File: src/hw/rtl/crc16_frame_receiver_unit_defines.svh
// ----------------------------------------------------------------------------
// CRC-16 frame receiver assertion macros
// Shared concurrent assertion forms for the frame receiver RTL.
// ----------------------------------------------------------------------------
`ifndef CRC16_FRAME_RECEIVER_UNIT_DEFINES_SVH
`define CRC16_FRAME_RECEIVER_UNIT_DEFINES_SVH

// same-cycle implication, disabled during reset
`define CRCFR_ASSERT_IMPL(label, clk, rst_n, ante, cons) \
    label: assert property (@(posedge clk) disable iff (!(rst_n)) (ante) |-> (cons)) \
        else $error("crcfr assertion failed");

// next-cycle implication, disabled during reset
`define CRCFR_ASSERT_NEXT(label, clk, rst_n, ante, cons) \
    label: assert property (@(posedge clk) disable iff (!(rst_n)) (ante) |=> (cons)) \
        else $error("crcfr assertion failed");

`endif

File: src/hw/rtl/crcfr_pkg.sv
// ----------------------------------------------------------------------------
// CRC-16 frame receiver package
// Widths, frame layout offsets, CRC constants and register indexes.
// ----------------------------------------------------------------------------
package crcfr_pkg;

    localparam int BYTE_W        = 8;
    localparam int LEN_W         = 7;
    localparam int IDX_W         = 6;
    localparam int CRC_W         = 16;

    localparam int PAYLOAD_LIMIT = 64;
    localparam int HDR_BYTES     = 9;
    localparam int STORE_DEPTH   = HDR_BYTES + PAYLOAD_LIMIT;
    localparam int PTR_W         = $clog2(STORE_DEPTH + 1);

    localparam int OFF_SYNC0     = 0;
    localparam int OFF_SYNC1     = 1;
    localparam int OFF_ADDR      = 2;
    localparam int OFF_CMD       = 3;
    localparam int OFF_SEQ       = 4;
    localparam int OFF_LEN_LO    = 5;
    localparam int OFF_LEN_HI    = 6;
    localparam int OFF_PAYLOAD   = 7;
    localparam int OFF_CRC_HI    = 8;

    localparam logic [CRC_W-1:0]  CRC_INIT = 16'hFFFF;
    localparam logic [CRC_W-1:0]  CRC_POLY = 16'h1021;

    localparam logic [BYTE_W-1:0] SYNC_FIRST_RST  = 8'hAA;
    localparam logic [BYTE_W-1:0] SYNC_SECOND_RST = 8'h55;

    localparam int CFG_IDX_W = 2;
    localparam logic [CFG_IDX_W-1:0] CFG_SYNC_FIRST  = 2'd0;
    localparam logic [CFG_IDX_W-1:0] CFG_SYNC_SECOND = 2'd1;

    typedef struct packed {
        logic [BYTE_W-1:0] dest_addr;
        logic [BYTE_W-1:0] command;
        logic [BYTE_W-1:0] sequence_res;
        logic [LEN_W-1:0]  payload_len;
        logic [IDX_W-1:0]  byte_index;
        logic [BYTE_W-1:0] payload_byte;
        logic              has_byte;
        logic              last;
    } t_frame_result;

endpackage

File: src/hw/rtl/crcfr_rx_if.sv
// ----------------------------------------------------------------------------
// Received byte channel
// Valid/ready channel carrying one received byte per transfer.
// ----------------------------------------------------------------------------
interface crcfr_rx_if;
    logic                       valid;
    logic                       ready;
    logic [crcfr_pkg::BYTE_W-1:0] rx_byte;

    modport source (output valid, output rx_byte, input ready);
    modport sink   (input valid, input rx_byte, output ready);
endinterface

File: src/hw/rtl/crcfr_res_if.sv
// ----------------------------------------------------------------------------
// Frame result channel
// Valid/ready channel carrying one result of an accepted frame per transfer.
// ----------------------------------------------------------------------------
interface crcfr_res_if;
    logic                         valid;
    logic                         ready;
    logic [crcfr_pkg::BYTE_W-1:0] dest_addr;
    logic [crcfr_pkg::BYTE_W-1:0] command;
    logic [crcfr_pkg::BYTE_W-1:0] sequence_res;
    logic [crcfr_pkg::LEN_W-1:0]  payload_len;
    logic [crcfr_pkg::IDX_W-1:0]  byte_index;
    logic [crcfr_pkg::BYTE_W-1:0] payload_byte;
    logic                         has_byte;
    logic                         last;

    modport source (
        output valid, output dest_addr, output command, output sequence_res,
        output payload_len, output byte_index, output payload_byte,
        output has_byte, output last, input ready
    );
    modport sink (
        input valid, input dest_addr, input command, input sequence_res,
        input payload_len, input byte_index, input payload_byte,
        input has_byte, input last, output ready
    );
endinterface

File: src/hw/rtl/crc16_frame_receiver_unit.sv
// ----------------------------------------------------------------------------
// CRC-16 frame receiver
// Sync hunt, length check, bit-serial CRC-16/CCITT-FALSE and payload output.
// ----------------------------------------------------------------------------
// Bytes are taken one per transfer, only while the sequencer is idle, into a
// 73-entry circular frame store with one write and one registered read port.
// After each byte the held bytes are rescanned: a byte failing the sync hunt
// or the length check is dropped, an incomplete frame waits in idle for more
// bytes, and a complete frame of L payload bytes runs the CRC over its 5 + L
// bytes from the address on (one bit per cycle, one store read per byte),
// then fetches the CRC and header and issues its results as fast as the result
// channel takes them. The last result waits in an output register while the
// next byte is already taken. A frame failing its CRC is dropped whole and
// scanning resumes after it. No clearing pass is needed after reset.
`include "crc16_frame_receiver_unit_defines.svh"

module crc16_frame_receiver_unit (
    input  logic                              i_clk,
    input  logic                              i_rst_n,
    input  logic                              i_cfg_we,
    input  logic [crcfr_pkg::CFG_IDX_W-1:0]   i_cfg_idx,
    input  logic [crcfr_pkg::BYTE_W-1:0]      i_cfg_data,
    crcfr_rx_if.sink                          i_rx,
    crcfr_res_if.source                       o_res
);

    localparam int PW = crcfr_pkg::PTR_W;
    localparam int BW = crcfr_pkg::BYTE_W;
    localparam int LW = crcfr_pkg::LEN_W;
    localparam int KW = crcfr_pkg::IDX_W;
    localparam int CW = crcfr_pkg::CRC_W;

    typedef enum logic [13:0] {
        S_IDLE    = 14'b00000000000001,
        S_SCAN    = 14'b00000000000010,
        S_SYNC0   = 14'b00000000000100,
        S_SYNC1   = 14'b00000000001000,
        S_LEN0    = 14'b00000000010000,
        S_LEN1    = 14'b00000000100000,
        S_CRC_LD  = 14'b00000001000000,
        S_CRC_BIT = 14'b00000010000000,
        S_RX0     = 14'b00000100000000,
        S_RX1     = 14'b00001000000000,
        S_HDR0    = 14'b00010000000000,
        S_HDR1    = 14'b00100000000000,
        S_HDR2    = 14'b01000000000000,
        S_EMIT    = 14'b10000000000000
    } t_state;

    function automatic logic [PW-1:0] ptr_add(input logic [PW-1:0] a,
                                              input logic [PW-1:0] b);
        logic [PW:0] s;
        s = {1'b0, a} + {1'b0, b};
        if (s >= (PW+1)'(crcfr_pkg::STORE_DEPTH)) begin
            s = s - (PW+1)'(crcfr_pkg::STORE_DEPTH);
        end
        return s[PW-1:0];
    endfunction

    t_state                   r_state, n_state;
    logic [PW-1:0]            r_count, n_count;
    logic [PW-1:0]            r_base, n_base;
    logic [BW-1:0]            r_sync_first, r_sync_second;
    logic                     r_out_valid, n_out_valid;

    logic [BW-1:0]            r_tmp, n_tmp;
    logic [LW-1:0]            r_len, n_len;
    logic [PW-1:0]            r_off, n_off;
    logic [CW-1:0]            r_crc, n_crc;
    logic [BW-1:0]            r_shift, n_shift;
    logic [2:0]               r_bit, n_bit;
    logic [KW-1:0]            r_k, n_k;
    logic [BW-1:0]            r_hdr_addr, n_hdr_addr;
    logic [BW-1:0]            r_hdr_cmd, n_hdr_cmd;
    logic [BW-1:0]            r_hdr_seq, n_hdr_seq;
    crcfr_pkg::t_frame_result r_out, n_out;

    logic [BW-1:0]            mem [crcfr_pkg::STORE_DEPTH];
    logic [BW-1:0]            r_rd_data;
    logic [PW-1:0]            rd_off;
    logic [PW-1:0]            rd_addr;
    logic [PW-1:0]            wr_addr;
    logic                     wr_en;
    logic                     rx_xfer;
    logic                     res_free;
    logic                     crc_fb;
    logic                     res_last;
    logic [PW-1:0]            flen_cur;
    logic [PW-1:0]            flen_new;

    assign rx_xfer   = i_rx.valid && i_rx.ready;
    assign res_free  = !r_out_valid || o_res.ready;
    assign crc_fb    = r_crc[CW-1] ^ r_shift[BW-1];
    assign flen_cur  = PW'(crcfr_pkg::HDR_BYTES) + PW'(r_len);
    assign flen_new  = PW'(crcfr_pkg::HDR_BYTES) + PW'(r_tmp);
    assign res_last  = (r_len == '0) || ((LW'(r_k) + LW'(1)) == r_len);
    assign rd_addr   = ptr_add(r_base, rd_off);
    assign wr_addr   = ptr_add(r_base, r_count);
    assign wr_en     = rx_xfer && (r_count != PW'(crcfr_pkg::STORE_DEPTH));

    assign i_rx.ready         = (r_state == S_IDLE);
    assign o_res.valid        = r_out_valid;
    assign o_res.dest_addr    = r_out.dest_addr;
    assign o_res.command      = r_out.command;
    assign o_res.sequence_res = r_out.sequence_res;
    assign o_res.payload_len  = r_out.payload_len;
    assign o_res.byte_index   = r_out.byte_index;
    assign o_res.payload_byte = r_out.payload_byte;
    assign o_res.has_byte     = r_out.has_byte;
    assign o_res.last         = r_out.last;

    always_comb begin
        n_state     = r_state;
        n_count     = r_count;
        n_base      = r_base;
        n_out_valid = r_out_valid && !o_res.ready;
        n_tmp       = r_tmp;
        n_len       = r_len;
        n_off       = r_off;
        n_crc       = r_crc;
        n_shift     = r_shift;
        n_bit       = r_bit;
        n_k         = r_k;
        n_hdr_addr  = r_hdr_addr;
        n_hdr_cmd   = r_hdr_cmd;
        n_hdr_seq   = r_hdr_seq;
        n_out       = r_out;
        rd_off      = PW'(crcfr_pkg::OFF_SYNC0);

        unique case (r_state)
            S_IDLE: begin
                if (rx_xfer) begin
                    if (r_count == PW'(crcfr_pkg::STORE_DEPTH)) begin
                        n_count = '0;
                    end else begin
                        n_count = r_count + PW'(1);
                        n_state = S_SCAN;
                    end
                end
            end
            S_SCAN: begin
                rd_off = PW'(crcfr_pkg::OFF_SYNC0);
                if (r_count < PW'(2)) begin
                    n_state = S_IDLE;
                end else begin
                    n_state = S_SYNC0;
                end
            end
            S_SYNC0: begin
                rd_off = PW'(crcfr_pkg::OFF_SYNC1);
                if (r_rd_data != r_sync_first) begin
                    n_base  = ptr_add(r_base, PW'(1));
                    n_count = r_count - PW'(1);
                    n_state = S_SCAN;
                end else begin
                    n_state = S_SYNC1;
                end
            end
            S_SYNC1: begin
                rd_off = PW'(crcfr_pkg::OFF_LEN_LO);
                if (r_rd_data != r_sync_second) begin
                    n_base  = ptr_add(r_base, PW'(1));
                    n_count = r_count - PW'(1);
                    n_state = S_SCAN;
                end else if (r_count < PW'(crcfr_pkg::HDR_BYTES)) begin
                    n_state = S_IDLE;
                end else begin
                    n_state = S_LEN0;
                end
            end
            S_LEN0: begin
                rd_off  = PW'(crcfr_pkg::OFF_LEN_HI);
                n_tmp   = r_rd_data;
                n_state = S_LEN1;
            end
            S_LEN1: begin
                rd_off = PW'(crcfr_pkg::OFF_ADDR);
                if ((r_rd_data != '0) || (r_tmp > BW'(crcfr_pkg::PAYLOAD_LIMIT))) begin
                    n_base  = ptr_add(r_base, PW'(1));
                    n_count = r_count - PW'(1);
                    n_state = S_SCAN;
                end else if (r_count < flen_new) begin
                    n_state = S_IDLE;
                end else begin
                    n_len   = LW'(r_tmp);
                    n_off   = PW'(crcfr_pkg::OFF_ADDR);
                    n_crc   = crcfr_pkg::CRC_INIT;
                    n_state = S_CRC_LD;
                end
            end
            S_CRC_LD: begin
                n_shift = r_rd_data;
                n_bit   = '0;
                n_state = S_CRC_BIT;
            end
            S_CRC_BIT: begin
                n_crc   = {r_crc[CW-2:0], 1'b0} ^ (crc_fb ? crcfr_pkg::CRC_POLY : '0);
                n_shift = {r_shift[BW-2:0], 1'b0};
                n_bit   = r_bit + 3'd1;
                if (r_bit == 3'd7) begin
                    if (r_off == (PW'(crcfr_pkg::OFF_LEN_HI) + PW'(r_len))) begin
                        rd_off  = PW'(crcfr_pkg::OFF_PAYLOAD) + PW'(r_len);
                        n_state = S_RX0;
                    end else begin
                        rd_off  = r_off + PW'(1);
                        n_off   = r_off + PW'(1);
                        n_state = S_CRC_LD;
                    end
                end
            end
            S_RX0: begin
                rd_off  = PW'(crcfr_pkg::OFF_CRC_HI) + PW'(r_len);
                n_tmp   = r_rd_data;
                n_state = S_RX1;
            end
            S_RX1: begin
                rd_off = PW'(crcfr_pkg::OFF_ADDR);
                if ({r_rd_data, r_tmp} == r_crc) begin
                    n_state = S_HDR0;
                end else begin
                    n_base  = ptr_add(r_base, flen_cur);
                    n_count = r_count - flen_cur;
                    n_state = S_SCAN;
                end
            end
            S_HDR0: begin
                rd_off     = PW'(crcfr_pkg::OFF_CMD);
                n_hdr_addr = r_rd_data;
                n_state    = S_HDR1;
            end
            S_HDR1: begin
                rd_off    = PW'(crcfr_pkg::OFF_SEQ);
                n_hdr_cmd = r_rd_data;
                n_state   = S_HDR2;
            end
            S_HDR2: begin
                rd_off    = PW'(crcfr_pkg::OFF_PAYLOAD);
                n_hdr_seq = r_rd_data;
                n_k       = '0;
                n_state   = S_EMIT;
            end
            S_EMIT: begin
                rd_off = PW'(crcfr_pkg::OFF_PAYLOAD) + PW'(r_k);
                if (res_free) begin
                    n_out_valid        = 1'b1;
                    n_out.dest_addr    = r_hdr_addr;
                    n_out.command      = r_hdr_cmd;
                    n_out.sequence_res = r_hdr_seq;
                    n_out.payload_len  = r_len;
                    n_out.byte_index   = r_k;
                    n_out.payload_byte = (r_len == '0) ? '0 : r_rd_data;
                    n_out.has_byte     = (r_len != '0);
                    n_out.last         = res_last;
                    if (res_last) begin
                        n_base  = ptr_add(r_base, flen_cur);
                        n_count = r_count - flen_cur;
                        n_state = S_IDLE;
                    end else begin
                        rd_off = PW'(crcfr_pkg::OFF_PAYLOAD) + PW'(r_k) + PW'(1);
                        n_k    = r_k + KW'(1);
                    end
                end
            end
            default: begin
                n_state = S_IDLE;
            end
        endcase
    end

    always_ff @(posedge i_clk) begin
        if (!i_rst_n) begin
            r_state       <= S_IDLE;
            r_count       <= '0;
            r_base        <= '0;
            r_out_valid   <= 1'b0;
            r_sync_first  <= crcfr_pkg::SYNC_FIRST_RST;
            r_sync_second <= crcfr_pkg::SYNC_SECOND_RST;
        end else begin
            r_state     <= n_state;
            r_count     <= n_count;
            r_base      <= n_base;
            r_out_valid <= n_out_valid;
            if (i_cfg_we) begin
                unique case (i_cfg_idx)
                    crcfr_pkg::CFG_SYNC_FIRST:  r_sync_first  <= i_cfg_data;
                    crcfr_pkg::CFG_SYNC_SECOND: r_sync_second <= i_cfg_data;
                    default: begin
                    end
                endcase
            end
        end
    end

    always_ff @(posedge i_clk) begin
        r_tmp      <= n_tmp;
        r_len      <= n_len;
        r_off      <= n_off;
        r_crc      <= n_crc;
        r_shift    <= n_shift;
        r_bit      <= n_bit;
        r_k        <= n_k;
        r_hdr_addr <= n_hdr_addr;
        r_hdr_cmd  <= n_hdr_cmd;
        r_hdr_seq  <= n_hdr_seq;
        r_out      <= n_out;
    end

    always_ff @(posedge i_clk) begin
        if (wr_en) begin
            mem[wr_addr] <= i_rx.rx_byte;
        end
        r_rd_data <= mem[rd_addr];
    end

    `CRCFR_ASSERT_NEXT(a_rx_starts_scan, i_clk, i_rst_n, rx_xfer,
        (r_state == S_SCAN) || (r_state == S_IDLE))
    `CRCFR_ASSERT_IMPL(a_base_in_range, i_clk, i_rst_n, 1'b1,
        (r_base < PW'(crcfr_pkg::STORE_DEPTH)) && (r_count <= PW'(crcfr_pkg::STORE_DEPTH)))
    `CRCFR_ASSERT_IMPL(a_emit_index, i_clk, i_rst_n, r_state == S_EMIT,
        (r_len == '0) || (LW'(r_k) < r_len))
    `CRCFR_ASSERT_IMPL(a_hdr_after_crc, i_clk, i_rst_n, r_state == S_HDR0,
        $past(r_state) == S_RX1)

endmodule
File: src/flat_wrapper.sv
// flat-port wrapper written by rule: the top's interface ports become plain ports
module crc16_frame_receiver_unit_flat 
  (i_clk, i_rst_n, i_cfg_we, i_cfg_idx, i_cfg_data, i_rx_valid, i_rx_rx_byte, i_rx_ready, o_res_valid, o_res_dest_addr, o_res_command, o_res_sequence_res, o_res_payload_len, o_res_byte_index, o_res_payload_byte, o_res_has_byte, o_res_last, o_res_ready);
  crcfr_rx_if i_rx_i ();
  crcfr_res_if o_res_i ();
  input  logic i_clk;
  input  logic i_rst_n;
  input  logic i_cfg_we;
  input  logic [crcfr_pkg::CFG_IDX_W-1:0] i_cfg_idx;
  input  logic [crcfr_pkg::BYTE_W-1:0] i_cfg_data;
  input wire logic [$bits(i_rx_i.valid)-1:0] i_rx_valid;
  input wire logic [$bits(i_rx_i.rx_byte)-1:0] i_rx_rx_byte;
  output wire logic [$bits(i_rx_i.ready)-1:0] i_rx_ready;
  output wire logic [$bits(o_res_i.valid)-1:0] o_res_valid;
  output wire logic [$bits(o_res_i.dest_addr)-1:0] o_res_dest_addr;
  output wire logic [$bits(o_res_i.command)-1:0] o_res_command;
  output wire logic [$bits(o_res_i.sequence_res)-1:0] o_res_sequence_res;
  output wire logic [$bits(o_res_i.payload_len)-1:0] o_res_payload_len;
  output wire logic [$bits(o_res_i.byte_index)-1:0] o_res_byte_index;
  output wire logic [$bits(o_res_i.payload_byte)-1:0] o_res_payload_byte;
  output wire logic [$bits(o_res_i.has_byte)-1:0] o_res_has_byte;
  output wire logic [$bits(o_res_i.last)-1:0] o_res_last;
  input wire logic [$bits(o_res_i.ready)-1:0] o_res_ready;
  assign i_rx_i.valid = i_rx_valid;
  assign i_rx_i.rx_byte = i_rx_rx_byte;
  assign i_rx_ready = i_rx_i.ready;
  assign o_res_valid = o_res_i.valid;
  assign o_res_dest_addr = o_res_i.dest_addr;
  assign o_res_command = o_res_i.command;
  assign o_res_sequence_res = o_res_i.sequence_res;
  assign o_res_payload_len = o_res_i.payload_len;
  assign o_res_byte_index = o_res_i.byte_index;
  assign o_res_payload_byte = o_res_i.payload_byte;
  assign o_res_has_byte = o_res_i.has_byte;
  assign o_res_last = o_res_i.last;
  assign o_res_i.ready = o_res_ready;
  crc16_frame_receiver_unit u_core (.i_clk(i_clk), .i_rst_n(i_rst_n), .i_cfg_we(i_cfg_we), .i_cfg_idx(i_cfg_idx), .i_cfg_data(i_cfg_data), .i_rx(i_rx_i), .o_res(o_res_i));
endmodule
File: config.mk
export PLATFORM = sky130hd
export DESIGN_NAME = crc16_frame_receiver_unit_flat
export DESIGN_NICKNAME = d
export VERILOG_FILES = /design/src/hw/rtl/crcfr_pkg.sv /design/src/hw/rtl/crcfr_rx_if.sv /design/src/hw/rtl/crcfr_res_if.sv /design/src/hw/rtl/crc16_frame_receiver_unit.sv /design/src/flat_wrapper.sv
export VERILOG_INCLUDE_DIRS = /design/src /design/src/hw/rtl
export SDC_FILE = /design/constraint.sdc
export NUM_CORES = 1
export LEC_CHECK = 0
export BUFFER_PORTS_ARGS = -buffer_cell sky130_fd_sc_hd__buf_2
export CAP_MARGIN = 30
export CORE_MARGIN = 3
export CORE_UTILIZATION = 40
export DETAILED_ROUTE_END_ITERATION = 8
export GPL_TIMING_DRIVEN = 1
export SLEW_MARGIN = 20
export SYNTH_ARGS = -nofsm -noshare
export SYNTH_HDL_FRONTEND = slang
export SYNTH_SLANG_ARGS = --single-unit
File: constraint.sdc
create_clock -name i_clk -period 8.12 [get_ports i_clk]
set_clock_uncertainty 0.15 [all_clocks]
set_input_delay 1.218 -clock i_clk [delete_from_list [all_inputs] [get_ports i_clk]]
set_output_delay 1.218 -clock i_clk [all_outputs]
set_load 0.05 [all_outputs]
After elaboration in Yosys (flattened, before gate mapping)
Memory sizes are Yosys's and may differ from the RTL's. A register that Yosys moved wholly into a read port is not among the register bits.
Cells that the tools add are included.
{"block": "totals", "ram_bits": 584, "memories": 1, "reg_bits": 171}
{"name": "u_core.mem", "words": 73, "width": 8, "rd": 1, "rd_ports_with_merged_regs": 1, "wr": 1, "line": "crc16_frame_receiver_unit.sv:78", "rtl": "logic [BW-1:0] mem [crcfr_pkg::STORE_DEPTH];"}
{"block": "classes", "addsub": 22, "eq_ne": 36, "n_lt_le_gt_ge": 8, "n_bitwise": 4, "n_mux": 57, "reduce_logical": 29}
{"op": "one-hot mux 14 bit (14 select lines)", "n": 1}
{"op": "2-to-1 mux 7 bit", "n": 27}
{"op": "2-to-1 mux 14 bit", "n": 7}
{"op": "one-hot mux 7 bit (10 select lines)", "n": 1}
{"op": "one-hot mux 7 bit (6 select lines)", "n": 1}
{"op": "one-hot mux 7 bit (5 select lines)", "n": 1}
{"op": "greater-or-equal comparator 8 x 7 -> 1 bit (second input constant)", "n": 4}
{"op": "2-to-1 mux 16 bit", "n": 2}
{"op": "one-hot mux 16 bit (2 select lines)", "n": 1}
{"op": "subtractor 7 bit (second input constant)", "n": 4}
{"op": "adder 7 x 7 -> 8 bit", "n": 3}
{"op": "adder 4 x 7 -> 7 bit (first input constant)", "n": 3}
{"op": "adder 7 x 1 -> 7 bit (second input constant)", "n": 3}
{"op": "== test 16 bit", "n": 1}
{"op": "inequality test 8 bit", "n": 2}
{"op": "one-hot mux 8 bit (2 select lines)", "n": 1}
{"op": "XOR 16 bit", "n": 1}
{"op": "adder 3 x 7 -> 7 bit (first input constant)", "n": 2}
{"op": "== test 14 x 1 -> 1 bit (second input constant)", "n": 1}
{"op": "== test 14 x 10 -> 1 bit (second input constant)", "n": 1}
{"op": "== test 14 x 11 -> 1 bit (second input constant)", "n": 1}
{"op": "== test 14 x 12 -> 1 bit (second input constant)", "n": 1}
{"op": "== test 14 x 13 -> 1 bit (second input constant)", "n": 1}
{"op": "== test 14 bit (second input constant)", "n": 1}
{"op": "other kinds (55)", "n": 85}

Depth between registers and ports, before layout
{"block": "depth", "word_depth": 9, "ltp_mapped": 31, "mapped_depth_nobuf": 24}

Worst setup path before layout
No wires, ideal clock.
{"block": "synth_path", "path_type": "register to register", "startpoint": "register u_core.r_state[1]", "endpoint": "register u_core.r_rd_data[6] (read register of u_core.mem)", "stages_incl_launch_ff": 26, "n_path_buf": 5, "required_time_ns": 7.850, "setup_time_ns": 0.120, "synth_period_minus_slack_ns": 6.489, "slack_ns": 1.631, "arrival_time_ns": 6.219, "path_cell_list": "dfxtp_1 > nor4_1 > nand4_1 > or3_1 > nor3b_1 > or2_2 > a211oi_1 > o221ai_1 > ha_1 > clkbuf_1 > inv_1 > clkbuf_1 > clkbuf_1 > buf_1 > ha_1 > a22oi_1 > and2_1 > o31ai_4 > nand2_2 > buf_4 > a211oi_1 > a31oi_1 > a21o_1 > a2111oi_2 > nor4_1 > a211o_1"}
{"block": "synth_via", "elab_chain_len": 6}
{"element": "start: declaration", "line": "crc16_frame_receiver_unit.sv:60", "rtl": "t_state r_state, n_state;"}
{"element": "start signal: assignment", "line": "crc16_frame_receiver_unit.sv:279", "rtl": "r_state <= n_state;"}
{"element": "== test 14 x 6 -> 1 bit or == test 14 x 10 -> 1 bit (tied branches)", "line": "crc16_frame_receiver_unit.sv:130", "rtl": "unique case (r_state)"}
{"element": "OR reduction 2 bit (no source line)"}
{"element": "one-hot mux 7 bit (10 select lines) *", "line": "crc16_frame_receiver_unit.sv:130"}
{"element": "adder 7 x 7 -> 8 bit *", "line": "crc16_frame_receiver_unit.sv:53", "rtl": "s = {1'b0, a} + {1'b0, b};"}
{"element": "subtractor 7 bit or greater-or-equal comparator 8 x 7 -> 1 bit (tied branches)", "line": "crc16_frame_receiver_unit.sv:55, crc16_frame_receiver_unit.sv:54"}
{"element": "2-to-1 mux 7 bit *", "line": "crc16_frame_receiver_unit.sv:54", "rtl": "if (s >= (PW+1)'(crcfr_pkg::STORE_DEPTH)) begin"}
{"element": "end: declaration", "line": "crc16_frame_receiver_unit.sv:79", "rtl": "logic [BW-1:0] r_rd_data;"}
Mark *: on every way between the ends. The rest lies on a longest branch, timed or not.
A chain may end at the register's enable or synchronous reset.

Worst setup path after layout
{"block": "layout_path", "startpoint": "register u_core.r_k[0]", "endpoint": "register u_core.r_rd_data[6] (read register of u_core.mem)"}
{"block": "layout_via", "elab_chain_len": 9}
{"element": "start: declaration", "line": "crc16_frame_receiver_unit.sv:72", "rtl": "logic [KW-1:0] r_k, n_k;"}
{"element": "start signal: assignment", "line": "crc16_frame_receiver_unit.sv:301", "rtl": "r_k <= n_k;"}
{"element": "adder 6 x 1 -> 7 bit *", "line": "crc16_frame_receiver_unit.sv:96", "rtl": "assign res_last = (r_len == '0) || ((LW'(r_k) + LW'(1)) == r_len);"}
{"element": "== test 7 bit *", "line": "crc16_frame_receiver_unit.sv:96"}
{"element": "logical OR 1 bit *", "line": "crc16_frame_receiver_unit.sv:96"}
{"element": "net u_core.res_last", "line": "crc16_frame_receiver_unit.sv:87", "rtl": "logic res_last;"}
{"element": "2-to-1 mux 7 bit *", "line": "crc16_frame_receiver_unit.sv:254", "rtl": "if (res_last) begin"}
{"element": "2-to-1 mux 7 bit *", "line": "crc16_frame_receiver_unit.sv:244", "rtl": "if (res_free) begin"}
{"element": "one-hot mux 7 bit (10 select lines) *", "line": "crc16_frame_receiver_unit.sv:130"}
{"element": "adder 7 x 7 -> 8 bit *", "line": "crc16_frame_receiver_unit.sv:53"}
{"element": "subtractor 7 bit or greater-or-equal comparator 8 x 7 -> 1 bit (tied branches)", "line": "crc16_frame_receiver_unit.sv:55, crc16_frame_receiver_unit.sv:54"}
{"element": "2-to-1 mux 7 bit *", "line": "crc16_frame_receiver_unit.sv:54"}
Mark *: on every way through the listed nets, which the timed path passes. The rest lies on a longest branch.

==> flow_metrics.env <==
export IMPL_busiest_layer="met2"
export IMPL_fin_nets=3133
export IMPL_ioPinCount=72
export IMPL_coreArea_mm2=0.0919
export IMPL_cts_buffers=84
export IMPL_routed_wl_um=106000
export IMPL_use_met1_pct=28.2
export IMPL_die_h_um=311
export IMPL_hold_violations=0
export IMPL_seq_area_mm2=0.0224
export IMPL_cap_violations=0
export IMPL_async_flop_share_pct=0
export IMPL_ant_nets=0
export IMPL_post_cts_buffers=0
export IMPL_die_area_mm2=0.0968
export IMPL_finalNonFillerCells=4359
export IMPL_setup_viol=0
export IMPL_top_register="u_core.mem"
export IMPL_synth_area_per_cell_um2=12.3
export IMPL_antenna_found_initial=2
export IMPL_worst_pin_slew_ns=1.10
export IMPL_yosysMostFrequentCell="edfxtp_1"
export IMPL_fmax_mhz=132
export IMPL_postSynthCellCount=3016
export IMPL_whs_ns=0.267
export IMPL_place_detailed_hpwl_um=68400
export IMPL_clk_pin_slew_ns=0.06
export IMPL_fillCellCount=8239
export IMPL_met3_usage_pct=3.22
export IMPL_start_util_pct=40.5
export IMPL_gp_congestion=0.929
export IMPL_ir_drop_v=0.000183
export IMPL_crit_fanout=41
export IMPL_synth_area_mm2=0.0372
export IMPL_cts_sinks=763
export IMPL_cts_root_buf="clkbuf_16"
export IMPL_yosys_top_cells_count="710 x edfxtp_1, 316 x nand2_1, 203 x nor2_1"
export IMPL_routed_via_density=6.05
export IMPL_dpl_worst_slack_ns=0.580
export IMPL_rsz0062_at_grt="false"
export IMPL_vias=26400
export IMPL_ys_warn_count=0
export IMPL_h_tree_depth=3
export IMPL_p_leak_nw=14.1
export IMPL_grt_total_usage_pct=21.4
export IMPL_slew_violations=0
export IMPL_synth_seq_cells=763
export IMPL_grt_met2_usage_pct=35.7
export IMPL_clk_latency_ns=0.65
export IMPL_cts_tree="built"
export IMPL_dp_cells=4198
export IMPL_diodes=0
export IMPL_power_density_mw_per_mm2=206
export IMPL_netlist_top_cells_area="edfxtp_1 57%, mux2i_1 4.0%, nand2_1 3.2%"
export IMPL_hold_buffers=0
export IMPL_outcome="complete, no violations"
export IMPL_synth_seq_area_share_pct=60.1
export IMPL_setup_tns_ns=0
export IMPL_io_buffers=71
export IMPL_fin_crit_ns=7.59
export IMPL_maxSlewHeadroom_pct=26.3
export IMPL_critical_path_required_ns=8.56
export IMPL_totalPowerFinal_mw=8.63
export IMPL_period_share_pct=93.5
export IMPL_synth_main_ff_cell="edfxtp_1"
export IMPL_cp_data_arrival_time_ns=8.03
export IMPL_synth_cell_type_count=88
export IMPL_drt_iter0_markers=2806
export IMPL_largestRegisters="u_core.mem (584), u_core.r_crc (16), u_core.r_state (14)"
export IMPL_synth_edf_count=710
export IMPL_largest_register_ffs=584
export IMPL_post_route_cell_area_mm2=0.0418
export IMPL_grt_pass1_wl_um=160000
export IMPL_grt_pass1_vias=25600
export IMPL_end_kind="flop"
export IMPL_dpl_cell_area_mm2=0.0390
export IMPL_clockBufferDepth=3
export IMPL_gr_total_overflow=0
export IMPL_cts_resized=0
export IMPL_drt_pass1_iterations=6
export IMPL_grt_max_degree=163
export IMPL_hp_class="reg2reg"
export IMPL_yosysTopAreaCell="edfxtp_1"
export IMPL_wl_per_cell_um=24.4
export IMPL_start_kind="flop"
export IMPL_die_w_um=311
export IMPL_worst_slack_ns=0.530
export IMPL_std_cell_rows=111
export IMPL_synth_top_cell_area_share_pct=57.3
export IMPL_post_route_drc_count=0
export IMPL_syn_num_nets=3103
export IMPL_postLayoutCoreUtil_pct=45.5
export IMPL_crit_type="reg2reg"
export IMPL_drive_above_1_share_pct=11.8
export IMPL_multi_input_area_mm2=0.0139
export IMPL_syn_to_final_growth_pct=12.3
layout by cell type, fill, tap and decap left out, types with 21 or more instances in the layout:
cell type	n
buf_2	71
a31oi_1	67
or3_1	29
nor3_1	42
mux2i_1	150
o211ai_1	38
o22a_1	21
buf_4	64
edfxtp_1	710
mux4_2	46
xnor2_1	66
inv_1	43
xor2_1	52
nor2_1	200
a21oi_1	108
nand3_1	122
o22ai_1	77
dfxtp_1	53
o21ai_0	99
ha_1	59
o221ai_1	24
clkbuf_16	85
and2_1	36
nand2_1	316
a22oi_1	25
a221oi_1	100
path summary, 6_finish.rpt:
path,from,end,slack (ns),cells after the start
max reg2reg,u_core.r_k[0],u_core.r_rd_data[6],0.53,24
min reg2reg,u_core.r_hdr_cmd[7],u_core.o_res.command[7],0.27,0
max,u_core.r_k[0],u_core.r_rd_data[6],0.53,24
min,u_core.r_hdr_cmd[7],u_core.o_res.command[7],0.27,0
metal layers:
| metal | up-vias | part of all wire, % |
|---|---|---|
| met1 | 13300 | 41 |
| met3 | 224 | 6.5 |
| met2 | 1087 | 48 |
| met4 | 0 | 3.7 |
| met5 | - | 0 |
| li1 | 11800 | - |
cell families (layout without fill, tap and decap cells):
kind of cell | after synthesis | in the layout | share of synthesized area (%)
buf+inv | 246 | 346 | 2.71
flops | 763 | 763 | 60.1
simple gates | 879 | 879 | 10.9
mux | 203 | 203 | 7.03
fa+ha+maj | 64 | 64 | 2.23
compound gates | 741 | 741 | 14.2
xor+xnor | 120 | 120 | 2.86
where the power goes:
part	total [mW]	leakage (nW)	switching [mW]	internal, mW
Combinational	0.426	5.86	0.286	0.139
Sequential	4.39	6.86	0.0593	4.33
Clock	3.82	1.34	1.60	2.22
layout make-up:
| class | instances | share of cell area [%] |
|---|---|---|
| clock buffers | 97 | 5.19 |
| multi-input cells | 2007 | 33.3 |
| clock inverters | 59 | 1.39 |
| flip-flops and latches | 763 | 53.5 |
| repair buffers | 145 | 2.44 |
| well taps | 1243 | 3.72 |
| inverters | 45 | 0.410 |
critical path, stage by stage (launching register included):
cell and delay, ns:
edfxtp_1 0.55, ha_1 0.29, nand3_1 0.17, nor3b_1 0.25, nor3_1 0.08, a211oi_1 0.22
a21oi_1 0.07, o21ai_1 0.35, nand2b_1 0.28, nand2_1 0.10, xor2_1 0.25, o221ai_1 0.28
ha_1 0.38, a211oi_2 0.40, o21bai_1 0.24, and2_1 0.25, o31ai_4 0.69, nand3_2 0.26
nand2_2 0.44, buf_12 0.33, nand2_2 0.22, o221ai_1 0.34, a21oi_1 0.14, nor4_1 0.62
a211o_1 0.18
No activity file was read; power rests on OpenSTA's default activity.
